`src/rtl/thdb_ram.sv`:
```
// Generic single-port synchronous RAM with registered read data.
`timescale 1ns / 1ps

module thdb_ram #(
  parameter int WIDTH = 8,
  parameter int DEPTH = 256
) (
  input  logic                     clk_i,
  input  logic                     en_i,
  input  logic                     we_i,
  input  logic [$clog2(DEPTH)-1:0] addr_i,
  input  logic [WIDTH-1:0]         wdata_i,
  output logic [WIDTH-1:0]         rdata_o
);

  logic [WIDTH-1:0] mem_q [DEPTH];
  logic [WIDTH-1:0] rdata_q;

  // Write or read one entry; read data holds until the next read.
  always_ff @(posedge clk_i) begin
    if (en_i) begin
      if (we_i) begin
        mem_q[addr_i] <= wdata_i;
      end else begin
        rdata_q <= mem_q[addr_i];
      end
    end
  end

  assign rdata_o = rdata_q;

endmodule

```
`config.mk`:
```
export PLATFORM = sky130hd
export DESIGN_NAME = thdb_ram
export DESIGN_NICKNAME = d
export VERILOG_FILES = /design/src/rtl/thdb_ram.sv
export SDC_FILE = /design/constraint.sdc
export NUM_CORES = 2
export LEC_CHECK = 0
export ABC_AREA = 1
export BUFFER_PORTS_ARGS = -buffer_cell sky130_fd_sc_hd__buf_2
export CAP_MARGIN = 20
export CORE_MARGIN = 3
export CORE_UTILIZATION = 56
export DETAILED_ROUTE_END_ITERATION = 16
export GPL_TIMING_DRIVEN = 0
export HOLD_SLACK_MARGIN = 0.03
export PLACE_DENSITY = 0.8
export SYNTH_ARGS = -nofsm -noshare
export SYNTH_HDL_FRONTEND = slang
export SYNTH_SLANG_ARGS = --single-unit
export TNS_END_PERCENT = 30
```
`constraint.sdc`:
```
create_clock -name clk_i -period 3.4 [get_ports clk_i]
set_input_delay 0.17 -clock clk_i [delete_from_list [all_inputs] [get_ports clk_i]]
set_output_delay 0.17 -clock clk_i [all_outputs]
set_load 0.01 [all_outputs]
```
==> run summary <==
Pre-antenna DRT Iters -> 10
Post-synthesis sequential area ratio -> 72.8%
Final RePlAce weighted congestion -> 0.965
Initial drt markers -> 9124
Combinational share of power -> 6.5%
CP max FO -> 10
# nets final -> 8242
Reg2reg path depth -> 12
Leakage Power -> 37.4 nW
Final ANT Viol Nets -> 0
Most frequent cells in the layout -> nand2_1 (4695), edfxtp_1 (2056), nor2_1 (342), nand3_1 (255), buf_2 (230)
GR Overflow Total -> 0
Period utilisation layout -> 104%
Cell-internal power -> 40.2 mW
Cell breakdown of the critical path -> buf_2, inv_1, nand2_1, clkinv_1, clkbuf_1, buf_2, nand3_1, clkbuf_1, nor2_1
# DRC -> 0
Post-route minimum period -> 3540 ps
# setup viols final -> 202
Syn Area/Cell -> 10.7 µm²
Seq pwr share -> 53.4%
First-pass GRT wire length -> 358 mm
Yosys warns -> 0
Layout area overhead -> 11.4%
CTS Buffer Depth -> 3
#FFs+latches synth -> 2056
CTS Root Cell -> clkbuf_16
Switching Fraction -> 23.1%
Slowest CP cell -> nor2_1
CP peak stage delay -> 830 ps
Initial Util -> 56.5%
Pwr dens -> 554 nW/µm²
CORE AREA -> 150000 µm²
Share of cells above drive strength 1 -> 6.73%
Total Power -> 52.3 mW
Largest net degree at the start of global routing -> 135
Max_cap viols -> 0
Total die area -> 156000 µm²
Unrepaired setup endpoints after global routing -> true
Final instance area -> 94500 µm²
Setup WS post-layout -> -137 ps
Least-Margin Pin Slew -> 1270 ps
Clock share of power -> 40.2%
Psw -> 12.1 mW
CP arrival -> 4000 ps
Boundary Pins -> 27
DR vias/cell -> 5.76
Synthesized net count -> 7979
Worst Setup End Kind -> flip-flop
Routed WL per cell -> 23.8 µm
CTS H-tree depth -> 4
Gr usage total -> 31.4%
Dpl hpwl -> 167 mm
TritonCTS clock tree -> built
Crit path required time -> 3870 ps
Failing checks -> negative setup slack
Syn Std Cell Area -> 84800 µm²
Die Span Y -> 395 µm
Die Span X -> 395 µm
IO Port Bufs -> 24
Startpoint types -> input port
Synth cell types -> 14
# clock sinks -> 2056
Initial antenna violation count -> 11
Commonest non-fill, non-tap cell in the layout -> nand2_1
Vias in the first global route -> 56990
Clk slew on worst S/H paths -> 60 ps
Clk_skew -> 40.3 ps
Via count -> 59959
Worst min path class -> input port to flip-flop
Clock Latency Late Sink -> 860 ps
Filler instances -> 10890
WS Path Type -> input port to flip-flop
Row count -> 142
Slew margin rel. -> 15.5%
F_max -> 283 MHz
Synth Instances -> 7960
Max VDD drop -> 0.000587 V
Outcome -> finished, violations left
Final Routed Wirelength -> 247 mm
Hold Fails Final Rpt -> 0
Placed instance area -> 88200 µm²
Num CTS Buffers -> 193
Max Transition Viols Final -> 0
Hold path cells -> 5
==> what timing repair did <==
item	in CTS	in global routing
resized for setup	1	5
endpoints found under the setup margin	64	92
pin swaps	1	0
gates cloned	0	0
hold buffers	10	0
endpoints found under the hold margin	603	0
setup buffers	1	0
==> power groups by stage <==
| stage | Sequential (mW) | Clock, mW | Combinational [mW] |
|---|---|---|---|
| floorplan | 28.5 | 0 | 1.58 |
| global placement | 28.6 | 0 | 3.07 |
| detailed placement | 28.5 | 0 | 3.22 |
| CTS | 27.9 | 21.0 | 3.25 |
| global route | 27.9 | 22.0 | 3.59 |
| finish | 27.9 | 21.0 | 3.38 |
==> layer usage <==
metal / routed length, µm / track usage [%] / share of wire, %
met1: 86000 / 40.7 / 35
met2: 108000 / 46.7 / 44
met3: 37700 / 10.6 / 15
met4: 15400 / 17.4 / 6.2
met5: 9 / 0 / 0.0036
==> cell usage after synthesis <==
| master | n | share of area [%] |
|---|---|---|
| nand2_1 | 4695 | 21 |
| edfxtp_1 | 2056 | 73 |
| nor2_1 | 345 | 1.5 |
| nand3_1 | 256 | 1.5 |
| buf_2 | 214 | 1.3 |
| clkbuf_1 | 161 | 0.71 |
| o21ai_1 | 128 | 0.76 |
| nand4_1 | 40 | 0.29 |
| buf_1 | 35 | 0.15 |
| inv_1 | 11 | 0.049 |
| buf_6 | 9 | 0.12 |
| buf_4 | 5 | 0.044 |
| inv_2 | 3 | 0.013 |
| clkinv_1 | 2 | 0.0089 |
==> final timing paths <==
check	start	end	slack, ps
max	addr_i[2]	mem_q[218][5]$_DFFE_PP_	-140
min	addr_i[7]	rdata_o[4]$_DFFE_PP_	230
max reg2reg	mem_q[236][7]$_DFFE_PP_	rdata_o[7]$_DFFE_PP_	1050
min reg2reg	mem_q[94][4]$_DFFE_PP_	rdata_o[4]$_DFFE_PP_	1240
==> cell families after synthesis <==
group                  after synthesis  synth area share, %
AO/OA/AOI/OAI                      128                0.755
buffers and inverters              440                 2.36
flip-flops                        2056                 72.8
AND/OR/NAND/NOR                   5336                 24.1
==> registers in the layout, summed over array words and instances, names as in the netlist <==
| name | count |
|---|---|
| rdata_o | 8 |
| mem_q | 2048 |
==> metrics by stage <==
stage | setup TNS (ps) | setup WS [ps] | hold slack, ps | util [%] | instances
global route | -3.66 | -3.66 | 247 | 62.9 | 10396
CTS | 0 | 25.0 | 175 | 62.9 | 10394
finish | -10760 | -137 | 228 | 62.9 | 10402
floorplan | 0 | 1310 | 269 | - | 7960
detailed placement | -895450 | -1010 | 536 | 58.8 | 10032
global placement | -5067320 | -1880 | 582 | 58.3 | 10000
==> critical path: cells and delay by family <==
family	cells	cell delay (ps)
buffers and inverters	6	2210
AND/OR/NAND/NOR	3	1580
==> cell type report <==
class,instances,area [µm²],share of cell area (%)
clock buffers,229,4990,5.28
diodes,7,17.5,0.0185
multi-input cells,5464,21100,22.3
plain buffers,424,1960,2.07
repair buffers,68,987,1.04
clock inverters,122,1110,1.17
flip-flops and latches,2056,61700,65.3
inverters,16,60.1,0.0636
well taps,2016,2520,2.67
Note: power is estimated with default switching activity, not from simulation.
