**src/rtl/thdb_pkg.sv**
```systemverilog
// Package with shared types and constants of the text hash duplicate bitmap unit.
`timescale 1ns / 1ps

package thdb_pkg;

  // Size of the bit table; the hash always stays below this value.
  localparam int TABLE_BITS  = 1048576;
  localparam int HASH_W      = $clog2(TABLE_BITS);
  localparam int TABLE_BYTES = (TABLE_BITS + 7) / 8;
  localparam int ADDR_W      = $clog2(TABLE_BYTES);

  // Configuration register and the clamped modulus.
  localparam int CFG_W       = 21;
  localparam int M_W         = HASH_W + 1;
  localparam int CLAMP_W     = (CFG_W > M_W) ? CFG_W : M_W;
  localparam int CMP_W       = HASH_W + 3;
  localparam int MOD_MIN     = 8;
  localparam int MOD_RST_RAW = 1048576;
  localparam int MOD_RST     = (MOD_RST_RAW > TABLE_BITS) ? TABLE_BITS : MOD_RST_RAW;

  // Hash update: value = hash * HASH_MUL + byte, then reduced.
  localparam int CHAR_W      = 8;
  localparam int HASH_MUL    = 23;
  localparam int CHAR_LOW    = 65;
  localparam int CHAR_HIGH   = 122;
  localparam int VAL_W       = HASH_W + 5;
  localparam int X_W         = VAL_W + (VAL_W % 2);
  localparam int FULL_STEPS  = X_W / 2;
  localparam int FAST_BITS   = 6;
  localparam int FAST_STEPS  = FAST_BITS / 2;
  localparam int CNT_W       = $clog2(FULL_STEPS + 1);

  // Request to the reduction unit.
  typedef struct packed {
    logic             start;
    logic             full;
    logic [VAL_W-1:0] value;
  } hash_req_t;

  // Answer of the reduction unit.
  typedef struct packed {
    logic              done;
    logic [HASH_W-1:0] hash;
  } hash_rsp_t;

  typedef enum logic [1:0] {
    ST_CLEAR,
    ST_IDLE,
    ST_HASH,
    ST_RESP
  } thdb_state_e;

endpackage

```
**src/rtl/thdb_hash.sv**
```systemverilog
// Radix-4 restoring reduction of the hash update value by the modulus.
`timescale 1ns / 1ps

module thdb_hash (
  input  logic                          clk_i,
  input  logic                          rst_ni,
  input  thdb_pkg::hash_req_t           req_i,
  input  logic [thdb_pkg::M_W-1:0]      m_i,
  input  logic [thdb_pkg::CMP_W-1:0]    m3_i,
  output thdb_pkg::hash_rsp_t           rsp_o
);

  logic                          busy_q, busy_d;
  logic [thdb_pkg::CNT_W-1:0]    cnt_q, cnt_d;
  logic [thdb_pkg::X_W-1:0]      dq_q, dq_d;
  logic [thdb_pkg::HASH_W-1:0]   rem_q, rem_d;
  logic [thdb_pkg::CMP_W-1:0]    rem4;
  logic [thdb_pkg::CMP_W-1:0]    m1;
  logic [thdb_pkg::CMP_W-1:0]    m2;
  logic [thdb_pkg::CMP_W-1:0]    rem_next;

  assign m1 = thdb_pkg::CMP_W'(m_i);
  assign m2 = m1 << 1;

  // One quotient digit: bring down two bits and subtract the largest fitting multiple.
  always_comb begin
    rem4 = thdb_pkg::CMP_W'({rem_q, dq_q[thdb_pkg::X_W-1 -: 2]});
    if (rem4 >= m3_i) begin
      rem_next = rem4 - m3_i;
    end else if (rem4 >= m2) begin
      rem_next = rem4 - m2;
    end else if (rem4 >= m1) begin
      rem_next = rem4 - m1;
    end else begin
      rem_next = rem4;
    end
  end

  // Load a new value or advance one digit.
  always_comb begin
    busy_d = busy_q;
    cnt_d  = cnt_q;
    dq_d   = dq_q;
    rem_d  = rem_q;
    if (req_i.start) begin
      busy_d = 1'b1;
      if (req_i.full) begin
        // The old hash may exceed the modulus: divide the whole value.
        cnt_d = thdb_pkg::CNT_W'(thdb_pkg::FULL_STEPS);
        dq_d  = thdb_pkg::X_W'(req_i.value);
        rem_d = '0;
      end else begin
        // The value is below 64 times the modulus: its upper part is already reduced.
        cnt_d = thdb_pkg::CNT_W'(thdb_pkg::FAST_STEPS);
        dq_d  = thdb_pkg::X_W'(req_i.value) << (thdb_pkg::X_W - thdb_pkg::FAST_BITS);
        rem_d = thdb_pkg::HASH_W'(req_i.value >> thdb_pkg::FAST_BITS);
      end
    end else if (busy_q) begin
      cnt_d = cnt_q - thdb_pkg::CNT_W'(1);
      dq_d  = dq_q << 2;
      rem_d = thdb_pkg::HASH_W'(rem_next);
      if (cnt_q == thdb_pkg::CNT_W'(1)) begin
        busy_d = 1'b0;
      end
    end
  end

  always_ff @(posedge clk_i or negedge rst_ni) begin
    if (!rst_ni) begin
      busy_q <= 1'b0;
      cnt_q  <= '0;
    end else begin
      busy_q <= busy_d;
      cnt_q  <= cnt_d;
    end
  end

  always_ff @(posedge clk_i) begin
    dq_q  <= dq_d;
    rem_q <= rem_d;
  end

  // The final digit's remainder is the new hash.
  assign rsp_o.done = busy_q && (cnt_q == thdb_pkg::CNT_W'(1));
  assign rsp_o.hash = thdb_pkg::HASH_W'(rem_next);

endmodule
```
**config.mk**
```make
export PLATFORM = sky130hd
export DESIGN_NAME = thdb_hash
export DESIGN_NICKNAME = d
export VERILOG_FILES = /design/src/rtl/thdb_pkg.sv /design/src/rtl/thdb_hash.sv
export SDC_FILE = /design/constraint.sdc
export NUM_CORES = 1
export LEC_CHECK = 0
export BUFFER_PORTS_ARGS = -buffer_cell sky130_fd_sc_hd__buf_2
export CAP_MARGIN = 20
export CORE_MARGIN = 2
export CORE_UTILIZATION = 40
export DETAILED_ROUTE_END_ITERATION = 12
export PLACE_DENSITY = 0.58
export SLEW_MARGIN = 10
export SYNTH_ARGS = -nofsm -noshare
export SYNTH_HDL_FRONTEND = slang
export SYNTH_SLANG_ARGS = --single-unit
```
**constraint.sdc**
```tcl
create_clock -name clk_i -period 9.2 [get_ports clk_i]
set_input_delay 1.38 -clock clk_i [delete_from_list [all_inputs] [get_ports clk_i]]
set_output_delay 1.38 -clock clk_i [all_outputs]
set_load 0.005 [all_outputs]
```
==> flow_summary.yaml <==
drt:
  drt_iter0_drc: 405
  avgViaCountPerCell: 5.84
  dr.pass1.iters: 5
  wl_per_cell_um: 18.2
  routed_wl_mm: 18.1
  antenna_left: 0
  vias: 5791
  drc: 0
sta:
  fin_setup_tns_ns: 0
  finalCritPeriodShare_pct: 65.8
  setup_viol: 0
  hold_viol_final: 0
  slew_violations: 0
  clock.fmax_mhz: 165
  slew_headroom_pct: 38.7
  period_minus_slack_ns: 6.06
  rsz0062_at_grt: "false"
  fin_worst_skew_ns: 0.00348
  tightest_slew_ns: 0.920
synth:
  ys_seq_elements: 51
  ys_seq_area_share_pct: 24.8
  ys_top_cells_by_area: "edfxtp_1, ha_1, a21oi_1"
  synth_top_family_by_area: "compound AO/OA/AOI/OAI gates"
  synthArstFlopShare_pct: 9.80
  syn-instance-count: 729
  yosys.area_share.adder_pct: 14.6
  synthSimpleGateAreaFrac_pct: 15.8
  synth_nets: 871
  syn_area_um2: 6080
  synth_top_cell_by_area: "edfxtp_1"
  yosysWarnings: 0
  synthFlopType: "edfxtp_1"
  synth_top_area_share_pct: 22.7
  synthXorXnorAreaFrac_pct: 6.91
  synth_compound_area_share_pct: 29.2
  synth_edf_count: 46
  avgSynthCellArea_um2: 8.34
  ys_types: 78
  synthMuxAreaShare_pct: 2.16
power:
  switchingPower_mw: 1.14
  total_power_mw: 2.31
  powerDensity_nw_per_um2: 338
  p_int_mw: 1.17
  power_frac_comb_pct: 72.6
  clkPwrFrac_pct: 9.4
  leakagePower_nw: 3.26
  seq_power_share_pct: 18.0
  swShare_pct: 49.4
  peakVddDrop_v: 0.000143
clock_network:
  clkSinkCount: 51
  cts_buffers: 5
  ctsLongestPathBuffers: 2
  clkTransAtPathRegs_ns: 0.07
  clk_latency_ns: 0.29
  cts_setup_buffers: 0
  ctsResizeCount: 0
  cts_root_buf: "clkbuf_16"
  htree_levels: 2
  cts_tree: "yes"
  cts_hold_buf: 0
floorplanning:
  die_w_um: 127
  core_um2: 15000
  die_area_um2: 16200
  die-height_um: 127
  fp-row-count: 45
  start_util_pct: 40.5
  io_pins: 94
final_layout:
  layout_common_cells: "buf_2, nand2_1, ha_1"
  multi_input_area_um2: 4190
  seqCellArea_um2: 1510
  final_common_cell: "buf_2"
  syn2layout_area_growth_pct: 12.4
  num-fill-cells: 1481
  finalInstanceArea_um2: 6840
  antenna_cells: 0
  nets: 944
  drive_gt1_share_pct: 15.7
min_path:
  min_path_type: "reg2reg"
  min_from: "dq_q[7]"
  holdPathEnd: "dq_q[9]"
  min_path_cells: 1
placement:
  place_area_um2: 6640
  portBuffers: 93
  gp_congestion: 0.895
  place_hpwl_mm: 14.5
global_routing:
  grt_max_degree: 48
  track_usage_pct: 22.2
  grt_overflow: 0
  antenna_found_initial: 0
  grt_pass1_vias: 5692
  grt_pass1_wl_mm: 29.0
worst_setup_path:
  path_cells: "buf_2, ha_1, inv_1, fa_1, a21oi_1, o22ai_2, o311ai_1, a32o_1, o21ai_0, o21ai_0, a21oi_1, buf_2"
  worstPathArrival_ns: 4.68
  cp_top_family: "compound AO/OA/AOI/OAI gates"
  rr_worst_depth: 12
  start_kind: "input port"
  path_buf_inv: 3
  max_stage_delay_ns: 0.86
  setup.worst_path.end_class: "primary output"
  rr_startpoint: "dq_q[24]"
  crit_fanout: 28
  r2r_slack_ns: 5.18
  cp_num_cells: 12
  reg2reg_to: "rem_q[14]"
  worstPathRequired_ns: 7.82
  slowest_stage: "a32o_1"
  cp-startpoint: "m_i[0]"
  path_class: "in2out"
outcome:
  status: "finished, final reports clean"
job:
  cap_viol_max_count: 0
==> power groups by stage <==
stage,sequential [mW],clock [mW],combinational [mW]
after floorplan,0.376,0,1.23
after global placement,0.417,0,1.63
after detailed placement,0.417,0,1.64
after CTS,0.412,0.222,1.66
after global routing,0.422,0.231,1.86
final,0.416,0.218,1.68
==> registers in the layout, summed over array words and instances (netlist names) <==
register / count
dq_q: 26
busy_q: 1
cnt_q: 4
rem_q: 20
==> cells in the mapped netlist (10+ instances only) <==
cell      instances
mux2i_1          12
inv_1            58
a211oi_1         12
nand2_1          67
a21oi_1          63
o21ai_1          13
nand2b_1         10
clkbuf_1         12
o21ai_0          33
xor2_1           22
a22o_1           29
xnor2_1          26
ha_1             66
nor2_1           59
a21o_1           25
nand3_1          13
edfxtp_1         46
==> metrics by stage <==
stage / hold WS (ns) / worst slack, ns / cells / utilization [%]
after CTS: 0.560 / 3.17 / 990 / 45.3
after floorplan: 0.525 / 4.25 / 729 / -
after global placement: 0.540 / 3.22 / 982 / 44.2
final: 0.554 / 3.14 / 991 / 45.5
after global routing: 0.575 / 2.82 / 991 / 45.5
after detailed placement: 0.540 / 3.19 / 982 / 44.2
==> how the worst max path moves through the flow <==
stage / endpoint / slack, ns
finish: rsp_o[13] / 3.14
global route: rsp_o[13] / 2.82
CTS: rsp_o[7] / 3.17
detailed placement: rsp_o[7] / 3.19
global placement: rsp_o[13] / 3.22
floorplan: rsp_o[17] / 4.25
==> layout make-up <==
| cell class | count | share of cell area, % |
|---|---|---|
| Multi-Input combinational cell | 588 | 61.3 |
| Sequential cell | 51 | 22.0 |
| Timing Repair Buffer | 97 | 7.43 |
| Tap cell | 188 | 3.44 |
| Inverter | 59 | 3.24 |
| Clock buffer | 6 | 2.03 |
| Clock inverter | 2 | 0.513 |
==> worst reg2reg max path, delay by kind of cell (launching register included) <==
kind                       cells  cell delay [ns]
AOI/OAI and AO/OA              7             2.45
adders and majority gates      2             0.58
DFF                            1             0.41
buffers and inverters          2             0.21
and+or+nand+nor                1             0.14
==> kinds of logic after synthesis <==
group | after synthesis
AND/OR/NAND/NOR | 203
XOR/XNOR | 48
multiplexers | 13
adder cells (fa/ha/maj) | 69
AO/OA/AOI/OAI | 255
flip-flops | 51
buffers and inverters | 90
==> layer usage <==
| metal | vias to the layer above | global-route usage, % | part of all wire (%) |
|---|---|---|---|
| li1 | 2849 | - | - |
| met1 | 2702 | 31.2 | 48 |
| met2 | 213 | 36.0 | 44 |
| met3 | 27 | 1.84 | 5.5 |
| met4 | 0 | 7.76 | 2.9 |
| met5 | - | 0 | 0 |
Note: power is estimated with default switching activity, not from simulation.
